**config.mk**
```make
export PLATFORM = sky130hd
export DESIGN_NAME = dhcp_offer_parser_unit_flat
export DESIGN_NICKNAME = d
export VERILOG_FILES = /design/src/design/dop_pkg.sv /design/src/design/dop_ifs.sv /design/src/design/dhcp_offer_parser_unit.sv /design/src/design/dop_parse.sv /design/src/flat_wrapper.sv
export SDC_FILE = /design/constraint.sdc
export NUM_CORES = 1
export LEC_CHECK = 0
export ABC_AREA = 1
export BUFFER_PORTS_ARGS = -buffer_cell sky130_fd_sc_hd__buf_2
export CAP_MARGIN = 0
export CORE_MARGIN = 3
export CORE_UTILIZATION = 63
export CTS_CLUSTER_DIAMETER = 150
export CTS_CLUSTER_SIZE = 25
export DETAILED_ROUTE_END_ITERATION = 8
export GPL_ROUTABILITY_DRIVEN = 0
export PLACE_DENSITY = 0.89
export SYNTH_ARGS = -nofsm -noshare
export SYNTH_HDL_FRONTEND = slang
export SYNTH_SLANG_ARGS = --single-unit
```
**constraint.sdc**
```tcl
create_clock -name clk -period 17.1 [get_ports clk]
set_input_delay 2.565 -clock clk [delete_from_list [all_inputs] [get_ports clk]]
set_output_delay 2.565 -clock clk [all_outputs]
set_load 0.03 [all_outputs]
```
**src/design/dop_pkg.sv**
```systemverilog
`timescale 1ns / 1ps

package dop_pkg;

  typedef enum logic [2:0] {
    PH_HEADER,
    PH_CODE,
    PH_LEN,
    PH_DATA,
    PH_TYPEVAL,
    PH_DONE
  } phase_t;

  typedef enum logic [3:0] {
    ST_OK     = 4'd0,
    ST_OP     = 4'd1,
    ST_HTYPE  = 4'd2,
    ST_HLEN   = 4'd3,
    ST_XID    = 4'd4,
    ST_COOKIE = 4'd5,
    ST_OPTLEN = 4'd6,
    ST_TYPE   = 4'd7,
    ST_TRUNC  = 4'd8
  } status_t;

  localparam logic [31:0] COOKIE = 32'h6382_5363;

  // byte positions in the fixed header
  localparam logic [7:0] OFF_OP          = 8'd0;
  localparam logic [7:0] OFF_HTYPE       = 8'd1;
  localparam logic [7:0] OFF_HLEN        = 8'd2;
  localparam logic [7:0] OFF_XID_END     = 8'd7;
  localparam logic [7:0] OFF_YIADDR_END  = 8'd19;
  localparam logic [7:0] OFF_SIADDR_END  = 8'd23;
  localparam logic [7:0] OFF_COOKIE_END  = 8'd239;

  localparam logic [7:0] BOOTREPLY = 8'd2;
  localparam logic [7:0] HTYPE_ETH = 8'd1;
  localparam logic [7:0] HLEN_ETH  = 8'd6;

  localparam logic [7:0] OPT_PAD       = 8'd0;
  localparam logic [7:0] OPT_MASK      = 8'd1;
  localparam logic [7:0] OPT_ROUTER    = 8'd3;
  localparam logic [7:0] OPT_DNS       = 8'd6;
  localparam logic [7:0] OPT_LEASE     = 8'd51;
  localparam logic [7:0] OPT_MSG_TYPE  = 8'd53;
  localparam logic [7:0] OPT_SERVER_ID = 8'd54;
  localparam logic [7:0] OPT_END       = 8'd255;

  localparam logic [7:0] ADDR_OPT_LEN = 8'd4;
  localparam logic [7:0] MSG_TYPE_LEN = 8'd1;
  localparam logic [7:0] MSG_OFFER    = 8'd2;

  typedef struct packed {
    logic        hit;
    status_t     status;
    logic [31:0] offered_ip;
    logic [31:0] server_ip;
    logic [31:0] net_mask;
    logic [31:0] router_ip;
    logic [31:0] dns_server_ip;
  } res_t;

endpackage

```
**src/design/dop_ifs.sv**
```systemverilog
`timescale 1ns / 1ps

interface dop_in_if;
  logic       valid;
  logic       ready;
  logic [7:0] rx_byte;
  logic       frame_last;

  modport source (output valid, output rx_byte, output frame_last, input ready);
  modport sink (input valid, input rx_byte, input frame_last, output ready);
endinterface

interface dop_out_if;
  logic        valid;
  logic        ready;
  logic [3:0]  status;
  logic [31:0] offered_ip;
  logic [31:0] server_ip;
  logic [31:0] net_mask;
  logic [31:0] router_ip;
  logic [31:0] dns_server_ip;

  modport source (output valid, output status, output offered_ip, output server_ip,
                  output net_mask, output router_ip, output dns_server_ip, input ready);
  modport sink (input valid, input status, input offered_ip, input server_ip,
                input net_mask, input router_ip, input dns_server_ip, output ready);
endinterface

interface dop_cfg_if;
  logic        valid;
  logic        ready;
  logic [31:0] expected_xid;

  modport source (output valid, output expected_xid, input ready);
  modport sink (input valid, input expected_xid, output ready);
endinterface

```
**src/design/dhcp_offer_parser_unit.sv**
```systemverilog
`timescale 1ns / 1ps
// DHCP offer parser.
// in_ch carries the received DHCP payload one byte per request, with
// frame_last on the final byte of each frame. cfg_ch writes the expected
// transaction id; it is always ready and should be written while the block
// is idle. out_ch gives one result per frame: a status (ok, first header or
// option error, or truncated when the frame ends before END) and the five
// held addresses as they stand after that byte.
// Throughput is one byte per cycle unless stalled as below. A byte is held in
// the input register and is parsed on its way into the output register, so
// its result is registered there when the byte leaves the input register.
// When the receiver stalls, the output register holds its result and the
// input register still takes one more byte; a byte that would produce a
// further result waits there until the output register is taken, and
// in_ch.ready drops meanwhile. Bytes that produce no result keep flowing.
// Reset clears the parse state, the held addresses and the expected xid,
// and empties both registers.

module dhcp_offer_parser_unit (
  input logic      clk,
  input logic      rst_n,
  dop_in_if.sink   in_ch,
  dop_cfg_if.sink  cfg_ch,
  dop_out_if.source out_ch
);

  logic          s1_valid_r, s1_valid_nxt;
  logic [7:0]    s1_byte_r;
  logic          s1_last_r;
  logic [31:0]   xid_r;
  logic          out_valid_r, out_valid_nxt;
  dop_pkg::res_t out_res_r;
  dop_pkg::res_t res;
  logic          step;
  logic          in_acc;

  // advance the input register unless its result would collide with a held one
  assign step   = s1_valid_r && (!res.hit || !out_valid_r || out_ch.ready);
  assign in_ch.ready = !s1_valid_r || step;
  assign in_acc = in_ch.valid && in_ch.ready;
  assign cfg_ch.ready = 1'b1;

  dop_parse u_parse (
    .clk    (clk),
    .rst_n  (rst_n),
    .step_i (step),
    .byte_i (s1_byte_r),
    .last_i (s1_last_r),
    .xid_i  (xid_r),
    .res_o  (res)
  );

  always_comb begin
    s1_valid_nxt = s1_valid_r;
    if (in_acc) s1_valid_nxt = 1'b1;
    else if (step) s1_valid_nxt = 1'b0;

    out_valid_nxt = out_valid_r;
    if (step && res.hit) out_valid_nxt = 1'b1;
    else if (out_ch.ready) out_valid_nxt = 1'b0;
  end

  always_ff @(posedge clk) begin
    if (!rst_n) begin
      s1_valid_r  <= 1'b0;
      out_valid_r <= 1'b0;
      xid_r       <= 32'd0;
    end else begin
      s1_valid_r  <= s1_valid_nxt;
      out_valid_r <= out_valid_nxt;
      if (cfg_ch.valid) xid_r <= cfg_ch.expected_xid;
    end
  end

  always_ff @(posedge clk) begin
    if (in_acc) begin
      s1_byte_r <= in_ch.rx_byte;
      s1_last_r <= in_ch.frame_last;
    end
    if (step && res.hit) out_res_r <= res;
  end

  assign out_ch.valid         = out_valid_r;
  assign out_ch.status        = out_res_r.status;
  assign out_ch.offered_ip    = out_res_r.offered_ip;
  assign out_ch.server_ip     = out_res_r.server_ip;
  assign out_ch.net_mask      = out_res_r.net_mask;
  assign out_ch.router_ip     = out_res_r.router_ip;
  assign out_ch.dns_server_ip = out_res_r.dns_server_ip;

endmodule

```
**src/design/dop_parse.sv**
```systemverilog
`timescale 1ns / 1ps

module dop_parse (
  input  logic          clk,
  input  logic          rst_n,
  input  logic          step_i,
  input  logic [7:0]    byte_i,
  input  logic          last_i,
  input  logic [31:0]   xid_i,
  output dop_pkg::res_t res_o
);

  dop_pkg::phase_t phase_r, phase_nxt;
  logic [7:0]  hoff_r, hoff_nxt;
  logic [7:0]  code_r, code_nxt;
  logic [7:0]  rem_r, rem_nxt;
  logic [31:0] ws_r, ws_nxt;
  logic        sent_r, sent_nxt;
  logic [31:0] offered_r, offered_nxt;
  logic [31:0] server_r, server_nxt;
  logic [31:0] mask_r, mask_nxt;
  logic [31:0] router_r, router_nxt;
  logic [31:0] dns_r, dns_nxt;

  logic [31:0] ws_in;
  logic [7:0]  rem_dec;
  logic        found;
  dop_pkg::status_t st;
  logic        hit;
  dop_pkg::status_t status;

  assign ws_in   = {ws_r[23:0], byte_i};
  assign rem_dec = rem_r - 8'd1;

  always_comb begin
    phase_nxt   = phase_r;
    hoff_nxt    = hoff_r;
    code_nxt    = code_r;
    rem_nxt     = rem_r;
    ws_nxt      = ws_r;
    sent_nxt    = sent_r;
    offered_nxt = offered_r;
    server_nxt  = server_r;
    mask_nxt    = mask_r;
    router_nxt  = router_r;
    dns_nxt     = dns_r;
    found       = 1'b0;
    st          = dop_pkg::ST_OK;

    // once a result went out, drop bytes until the frame ends
    if (!sent_r) begin
      ws_nxt = ws_in;
      unique case (phase_r)
        dop_pkg::PH_HEADER: begin
          hoff_nxt = hoff_r + 8'd1;
          if (hoff_r == dop_pkg::OFF_OP && byte_i != dop_pkg::BOOTREPLY) begin
            found = 1'b1;
            st    = dop_pkg::ST_OP;
          end else if (hoff_r == dop_pkg::OFF_HTYPE && byte_i != dop_pkg::HTYPE_ETH) begin
            found = 1'b1;
            st    = dop_pkg::ST_HTYPE;
          end else if (hoff_r == dop_pkg::OFF_HLEN && byte_i != dop_pkg::HLEN_ETH) begin
            found = 1'b1;
            st    = dop_pkg::ST_HLEN;
          end else if (hoff_r == dop_pkg::OFF_XID_END && ws_in != xid_i) begin
            found = 1'b1;
            st    = dop_pkg::ST_XID;
          end else if (hoff_r == dop_pkg::OFF_COOKIE_END) begin
            if (ws_in != dop_pkg::COOKIE) begin
              found = 1'b1;
              st    = dop_pkg::ST_COOKIE;
            end else begin
              phase_nxt = dop_pkg::PH_CODE;
            end
          end
          if (hoff_r == dop_pkg::OFF_YIADDR_END) offered_nxt = ws_in;
          if (hoff_r == dop_pkg::OFF_SIADDR_END) server_nxt = ws_in;
        end
        dop_pkg::PH_CODE: begin
          if (byte_i == dop_pkg::OPT_END) begin
            found = 1'b1;
            st    = dop_pkg::ST_OK;
          end else if (byte_i != dop_pkg::OPT_PAD) begin
            code_nxt  = byte_i;
            phase_nxt = dop_pkg::PH_LEN;
          end
        end
        dop_pkg::PH_LEN: begin
          case (code_r) inside
            dop_pkg::OPT_MASK, dop_pkg::OPT_ROUTER, dop_pkg::OPT_DNS,
            dop_pkg::OPT_SERVER_ID, dop_pkg::OPT_LEASE: begin
              if (byte_i != dop_pkg::ADDR_OPT_LEN) begin
                found = 1'b1;
                st    = dop_pkg::ST_OPTLEN;
              end else begin
                rem_nxt   = byte_i;
                phase_nxt = dop_pkg::PH_DATA;
              end
            end
            dop_pkg::OPT_MSG_TYPE: begin
              if (byte_i != dop_pkg::MSG_TYPE_LEN) begin
                found = 1'b1;
                st    = dop_pkg::ST_OPTLEN;
              end else begin
                phase_nxt = dop_pkg::PH_TYPEVAL;
              end
            end
            default: begin
              rem_nxt   = byte_i;
              phase_nxt = (byte_i == 8'd0) ? dop_pkg::PH_CODE : dop_pkg::PH_DATA;
            end
          endcase
        end
        dop_pkg::PH_DATA: begin
          rem_nxt = rem_dec;
          if (rem_dec == 8'd0) begin
            case (code_r)
              dop_pkg::OPT_MASK:      mask_nxt   = ws_in;
              dop_pkg::OPT_ROUTER:    router_nxt = ws_in;
              dop_pkg::OPT_DNS:       dns_nxt    = ws_in;
              dop_pkg::OPT_SERVER_ID: server_nxt = ws_in;
              default: ;
            endcase
            phase_nxt = dop_pkg::PH_CODE;
          end
        end
        dop_pkg::PH_TYPEVAL: begin
          if (byte_i != dop_pkg::MSG_OFFER) begin
            found = 1'b1;
            st    = dop_pkg::ST_TYPE;
          end else begin
            phase_nxt = dop_pkg::PH_CODE;
          end
        end
        dop_pkg::PH_DONE: ;
        default: ;
      endcase
      if (found) begin
        sent_nxt  = 1'b1;
        phase_nxt = dop_pkg::PH_DONE;
      end
    end

    hit    = found;
    status = st;

    // frame end: flag truncation if nothing was reported, then rearm for a new header
    if (last_i) begin
      if (!found && !sent_r) begin
        hit    = 1'b1;
        status = dop_pkg::ST_TRUNC;
      end
      hoff_nxt  = 8'd0;
      phase_nxt = dop_pkg::PH_HEADER;
      code_nxt  = 8'd0;
      rem_nxt   = 8'd0;
      ws_nxt    = 32'd0;
      sent_nxt  = 1'b0;
    end
  end

  always_ff @(posedge clk) begin
    if (!rst_n) begin
      phase_r   <= dop_pkg::PH_HEADER;
      hoff_r    <= 8'd0;
      code_r    <= 8'd0;
      rem_r     <= 8'd0;
      ws_r      <= 32'd0;
      sent_r    <= 1'b0;
      offered_r <= 32'd0;
      server_r  <= 32'd0;
      mask_r    <= 32'd0;
      router_r  <= 32'd0;
      dns_r     <= 32'd0;
    end else if (step_i) begin
      phase_r   <= phase_nxt;
      hoff_r    <= hoff_nxt;
      code_r    <= code_nxt;
      rem_r     <= rem_nxt;
      ws_r      <= ws_nxt;
      sent_r    <= sent_nxt;
      offered_r <= offered_nxt;
      server_r  <= server_nxt;
      mask_r    <= mask_nxt;
      router_r  <= router_nxt;
      dns_r     <= dns_nxt;
    end
  end

  assign res_o.hit           = hit;
  assign res_o.status        = status;
  assign res_o.offered_ip    = offered_nxt;
  assign res_o.server_ip     = server_nxt;
  assign res_o.net_mask      = mask_nxt;
  assign res_o.router_ip     = router_nxt;
  assign res_o.dns_server_ip = dns_nxt;

endmodule

```
**src/flat_wrapper.sv**
```systemverilog
// flat-port wrapper written by rule: the top's interface ports become plain ports
module dhcp_offer_parser_unit_flat 
  (clk, rst_n, in_ch_valid, in_ch_rx_byte, in_ch_frame_last, in_ch_ready, cfg_ch_valid, cfg_ch_expected_xid, cfg_ch_ready, out_ch_valid, out_ch_status, out_ch_offered_ip, out_ch_server_ip, out_ch_net_mask, out_ch_router_ip, out_ch_dns_server_ip, out_ch_ready);
  dop_in_if in_ch_i ();
  dop_cfg_if cfg_ch_i ();
  dop_out_if out_ch_i ();
  input logic clk;
  input logic rst_n;
  input wire logic [$bits(in_ch_i.valid)-1:0] in_ch_valid;
  input wire logic [$bits(in_ch_i.rx_byte)-1:0] in_ch_rx_byte;
  input wire logic [$bits(in_ch_i.frame_last)-1:0] in_ch_frame_last;
  output wire logic [$bits(in_ch_i.ready)-1:0] in_ch_ready;
  input wire logic [$bits(cfg_ch_i.valid)-1:0] cfg_ch_valid;
  input wire logic [$bits(cfg_ch_i.expected_xid)-1:0] cfg_ch_expected_xid;
  output wire logic [$bits(cfg_ch_i.ready)-1:0] cfg_ch_ready;
  output wire logic [$bits(out_ch_i.valid)-1:0] out_ch_valid;
  output wire logic [$bits(out_ch_i.status)-1:0] out_ch_status;
  output wire logic [$bits(out_ch_i.offered_ip)-1:0] out_ch_offered_ip;
  output wire logic [$bits(out_ch_i.server_ip)-1:0] out_ch_server_ip;
  output wire logic [$bits(out_ch_i.net_mask)-1:0] out_ch_net_mask;
  output wire logic [$bits(out_ch_i.router_ip)-1:0] out_ch_router_ip;
  output wire logic [$bits(out_ch_i.dns_server_ip)-1:0] out_ch_dns_server_ip;
  input wire logic [$bits(out_ch_i.ready)-1:0] out_ch_ready;
  assign in_ch_i.valid = in_ch_valid;
  assign in_ch_i.rx_byte = in_ch_rx_byte;
  assign in_ch_i.frame_last = in_ch_frame_last;
  assign in_ch_ready = in_ch_i.ready;
  assign cfg_ch_i.valid = cfg_ch_valid;
  assign cfg_ch_i.expected_xid = cfg_ch_expected_xid;
  assign cfg_ch_ready = cfg_ch_i.ready;
  assign out_ch_valid = out_ch_i.valid;
  assign out_ch_status = out_ch_i.status;
  assign out_ch_offered_ip = out_ch_i.offered_ip;
  assign out_ch_server_ip = out_ch_i.server_ip;
  assign out_ch_net_mask = out_ch_i.net_mask;
  assign out_ch_router_ip = out_ch_i.router_ip;
  assign out_ch_dns_server_ip = out_ch_i.dns_server_ip;
  assign out_ch_i.ready = out_ch_ready;
  dhcp_offer_parser_unit u_core (.clk(clk), .rst_n(rst_n), .in_ch(in_ch_i), .cfg_ch(cfg_ch_i), .out_ch(out_ch_i));
endmodule
```
Word level (Yosys, flattened, before mapping)
Index checks and enable logic that the tools add are counted.
Storage, ports and cells
  register bits: 419
  output and inout port bits: 167
  logic and storage cells: 191
  bits of input ports: 46
Cells by class
  reductions and logical operators: 34
  equality and inequality tests: 39
  muxes and demuxes: 94
  add/sub/neg operators: 2
Operators by type and width (count)
  2-to-1 mux 32 bit: 19
  2-to-1 mux 8 bit: 13
  2-to-1 mux 3 bit: 28
  one-hot mux 32 bit (2 select lines): 1
  2-to-1 mux 24 bit: 2
  inequality test 4 x 3 -> 1 bit, second input constant: 12
  inequality test 32 x 31 -> 1 bit, second input constant: 1
  inequality test 32 bit: 1
  equality test 8 x 6 -> 1 bit, second input constant: 3
  zero test 8 bit: 3
  2-to-1 mux 1 bit: 23
  equality test 8 x 1 -> 1 bit, second input constant: 2
  equality test 8 x 2 -> 1 bit, second input constant: 2
  equality test 8 x 3 -> 1 bit, second input constant: 2
  equality test 8 x 5 -> 1 bit, second input constant: 2
  equality test 8 bit, second input constant: 2
  inequality test 8 x 3 -> 1 bit, second input constant: 2
  one-hot mux 8 bit (2 select lines): 1
  one-hot mux 3 bit (5 select lines): 1
  AND reduction 15 bit: 1
  2-to-1 mux 4 bit: 3
  one-hot mux 4 bit (3 select lines): 1
  AND reduction 5 bit: 2
  nonzero test 2 bit: 5
  other kinds (22): 37

Longest topological paths before layout
  word-level depth: 21
  gate-level depth with buffers: 20
  gate-level depth less buffers: 18

Cells and area by module
From an unflattened synthesis, not the netlist that was laid out.
Second synthesis, totals
  cells, all modules: 2422
  area, all modules: 19296.0 um^2
By module, submodules not included
  dop_parse: cells each 2091, times used 1, seq. area each 4244.1 um^2, area each 12798.5 um^2
  dhcp_offer_parser_unit: cells each 331, times used 1, seq. area each 5875.6 um^2, area each 6497.5 um^2

Worst setup path after synthesis
No wires, ideal clock.
  kind: input to register
  start: input port out_ch_ready
  end: register u_core.out_res_r (netlist bit u_core.out_ch.dns_server_ip[0]), enable pin
  arrival time: 6.453 ns
  data required time: 16.583 ns
  library setup time: 0.517 ns
  buffers on the path: 1
  setup slack: 10.130 ns
  stages: 7
  cells stage by stage: inv_1 nand2_1 nor2_1 a21oi_4 buf_2 nand2_1 inv_1
On the way
  longest elaborated chain between the ends: 3
Ends and longest elaborated chain
  start: declaration: RTL line flat_wrapper.sv:23  | input wire logic [$bits(out_ch_i.ready)-1:0] out_ch_ready;
  logical OR 1 bit: RTL line dhcp_offer_parser_unit.sv:38  | assign step = s1_valid_r && (!res.hit || !out_valid_r || out_ch.ready);
  logical AND 1 bit: RTL line dhcp_offer_parser_unit.sv:38
  logical AND 1 bit: RTL line dhcp_offer_parser_unit.sv:80  | if (step && res.hit) out_res_r <= res;
  end signal: assignment: RTL line dhcp_offer_parser_unit.sv:80
  end: declaration: RTL line dhcp_offer_parser_unit.sv:32  | dop_pkg::res_t out_res_r;
No other way between the ends.
A chain may end at the register's enable or synchronous reset.

Final worst setup path
  start: input port out_ch_ready
  end: output port in_ch_ready
On the way
  longest elaborated chain between the ends: 3
Ends and longest elaborated chain
  logical OR 1 bit: RTL line dhcp_offer_parser_unit.sv:38
  logical AND 1 bit: RTL line dhcp_offer_parser_unit.sv:38
  logical OR 1 bit: RTL line dhcp_offer_parser_unit.sv:39  | assign in_ch.ready = !s1_valid_r || step;
  end: declaration: RTL line flat_wrapper.sv:12  | output wire logic [$bits(in_ch_i.ready)-1:0] in_ch_ready;
No other way between the ends.

==> flow_summary.yaml <==
clocking:
  cts_num_sinks: 419
  cts_setup_buffers: 0
  cts_resized: 0
  clkTransAtPathRegs_ns: 0.10
  clockRootBuffer: "clkbuf_16"
  htree_num_levels: 1
  clockBufferDepth: 3
  clk_latency_ns: 0.55
  postCtsHoldBufs: 0
  cts_tree: "done"
  numCtsBuffers: 20
critical_path:
  required_ns: 14.53
  slowest_delay_ns: 0.28
  end_kind: "primary output"
  cp_max_fo: 3
  path_cells: "buf_2 -> inv_1 -> nand2_1 -> nor2_1 -> nand3_1 -> buf_2"
  crit_family: "simple AND/OR/NAND/NOR gates"
  cp_slowest_cell: "nor2_1"
  worstSetupPathType: "input pin to primary output"
  critPathBufInv: 3
  startpoint_type: "input pin"
  arrival_ns: 3.42
  crit_top_cell: "buf_2"
floorplanning:
  rows: 61
  die_w_um: 176
  dieArea_mm2: 0.0309
  die_y_um: 176
  io_pins: 213
  coreArea_mm2: 0.0281
  start_util_pct: 64.6
route:
  first_pass_iters: 9
  wl_met3_mm: 5.59
  top_layer: "met5"
  dr_total_vias: 16500
  via_per_inst: 6.04
  post-route-drc-count: 0
  wl_per_cell_um: 18.6
  wl_met2_mm: 23.3
  wl_met1_mm: 18.9
  wirelength_mm: 51.0
  ant_nets: 0
  drt_iter0_drc: 2663
power_and_ir_drop:
  p_int_uw: 1440
  switching_share_pct: 28.9
  p_sw_uw: 584
  vdd_drop_max_v: 0.0000646
  p_comb_share_pct: 15.9
  p_leak_uw: 0.00784
  p_seq_share_pct: 57.3
  p_clk_share_pct: 26.8
  pwr_density_cell_mw_per_mm2: 102
  p_total_uw: 2020
finish:
  syn_to_final_growth_pct: 9.23
  layoutNonFillerInstCount: 2739
  multiInputGateArea_mm2: 0.00711
  layout-drive-gt1-share_pct: 11.5
  layout.nets: 2398
  most-common-layout-cells: "nor2_1 (501), o21ai_0 (436), nand2_1 (377)"
  seq_area_mm2: 0.0101
  final_common_cell: "nor2_1"
  n_fill_cell: 2152
sta:
  fin_skew_ns: 0.0270
  rsz0062_at_grt: "no"
  worstMarginPinSlew_ns: 1.41
  finalCritPeriodShare_pct: 35.0
  fin_tns_setup_ns: 0
  worst_slack_ns: 11.12
  layout_min_cycle_time_ns: 5.98
  max-slew-margin-rel_pct: 6.06
  finalMaxSlewViolations: 0
  final-setup-viol-count: 0
  fmax_mhz: 167
  holdWs_ns: 0.468
  hold_viol_final: 0
yosys:
  syn_area_mm2: 0.0181
  synth_largest_area_cell: "edfxtp_1"
  synth_cell_types: 32
  yosys_warnings: 0
  syn_nets: 2291
  synth_top_area_share_pct: 28.7
  synth.yosys.seq_area_share_pct: 55.8
  synth_ff_type: "dfxtp_1"
  syn_area_per_cell_um2: 8.10
  netlist_instances: 2239
  ys_seq_elements: 419
  async_flop_share_pct: 0
  synth.area.top_cells: "edfxtp_1 (29%), dfxtp_1 (27%), o21ai_0 (12%)"
  synth_edf_count: 173
placement:
  placedCellCount: 2702
  pre_cts_ws_ns: 11.11
  io_buffer_count: 211
  dpl.hpwl_mm: 33.2
global_routing:
  grt_pass1_wl_mm: 78.4
  grt_pass1_vias: 14800
  grt_max_degree: 121
  grt_overflow: 0
  grt.total_usage_pct: 31.7
  antenna_found_initial: 3
flow_run:
  maxCapViolCount: 0
worst_hold_path:
  min_path_type: "flip-flop to flip-flop"
outcome:
  outcome: "finished clean"
final timing paths:
path | from | to | slack (ns) | depth (start not counted)
worst max-delay path | out_ch_ready | in_ch_ready | 11.12 | 6
worst min-delay path | u_core.u_parse.rem_r[1]$_SDFFE_PN0P_ | u_core.u_parse.rem_r[1]$_SDFFE_PN0P_ | 0.47 | 2
worst max register to register | u_core.s1_byte_r[7]$_DFFE_PP_ | u_core.out_ch.dns_server_ip[20]$_DFFE_PP_ | 11.74 | 14
worst min register to register | u_core.u_parse.rem_r[1]$_SDFFE_PN0P_ | u_core.u_parse.rem_r[1]$_SDFFE_PN0P_ | 0.47 | 2
Yosys cell counts, types with 2 or more instances:
| master | count |
|---|---|
| clkbuf_1 | 108 |
| edfxtp_1 | 173 |
| inv_2 | 6 |
| o22ai_1 | 2 |
| buf_2 | 23 |
| buf_4 | 6 |
| or2_2 | 2 |
| nor2_1 | 502 |
| nor4_1 | 8 |
| nor3_2 | 3 |
| xnor2_1 | 26 |
| nor2_2 | 2 |
| nand3_1 | 57 |
| a21oi_1 | 88 |
| buf_1 | 2 |
| nand2_2 | 2 |
| o21ai_0 | 436 |
| dfxtp_1 | 246 |
| nand2_1 | 379 |
| xor2_1 | 5 |
| nand4_1 | 13 |
| ha_1 | 6 |
| inv_1 | 86 |
| nor3_1 | 50 |
through the flow:
step           area (um^2)  utilization [%]
2_1_floorplan        18100                -
3_3_place_gp         19200             68.4
3_5_place_dp         19200             68.4
4_1_cts              19800             70.5
5_1_grt              19800             70.5
6_report             19800             70.5
area by class of cell:
type                    instances  share of cell area (%)
diodes                          1                  0.0126
repair buffers                224                    5.84
inverters                      93                    1.79
clock buffers                  35                    2.92
well taps                     378                    2.39
multi-input cells            1588                    35.9
clock inverters                 1                  0.0442
flip-flops and latches        419                    51.1
power groups by stage:
stage | clock network, uW | registers, uW | logic (uW)
global placement | 0 | 1180 | 302
finish | 542 | 1160 | 321
floorplan | 0 | 1230 | 171
CTS | 545 | 1160 | 316
detailed placement | 0 | 1180 | 314
global route | 576 | 1170 | 351
cells by family (layout without fill, tap and decap cells):
group / count (synthesis) / after routing / synth area share, %
buf+inv: 232 / 353 / 5.09
fa+ha+maj: 6 / 6 / 0.414
simple gates: 1021 / 1021 / 22.4
compound gates: 529 / 529 / 14.7
flops: 419 / 419 / 55.8
other cells: 1 / 2 / 0.0207
xor+xnor: 31 / 31 / 1.50
tightest hold or removal path, cell delays in order, from the launching register on:
cell and delay [ns]:
dfxtp_1 0.32, nand2_1 0.06, a21oi_1 0.05
per-layer routing:
layer,vias to the layer above,global-route usage (%)
li1,7625,-
met1,7605,41.1
met2,1064,50.7
met3,238,6.46
met4,4,16.7
met5,-,0
Note: power is estimated with default switching activity, not from simulation.
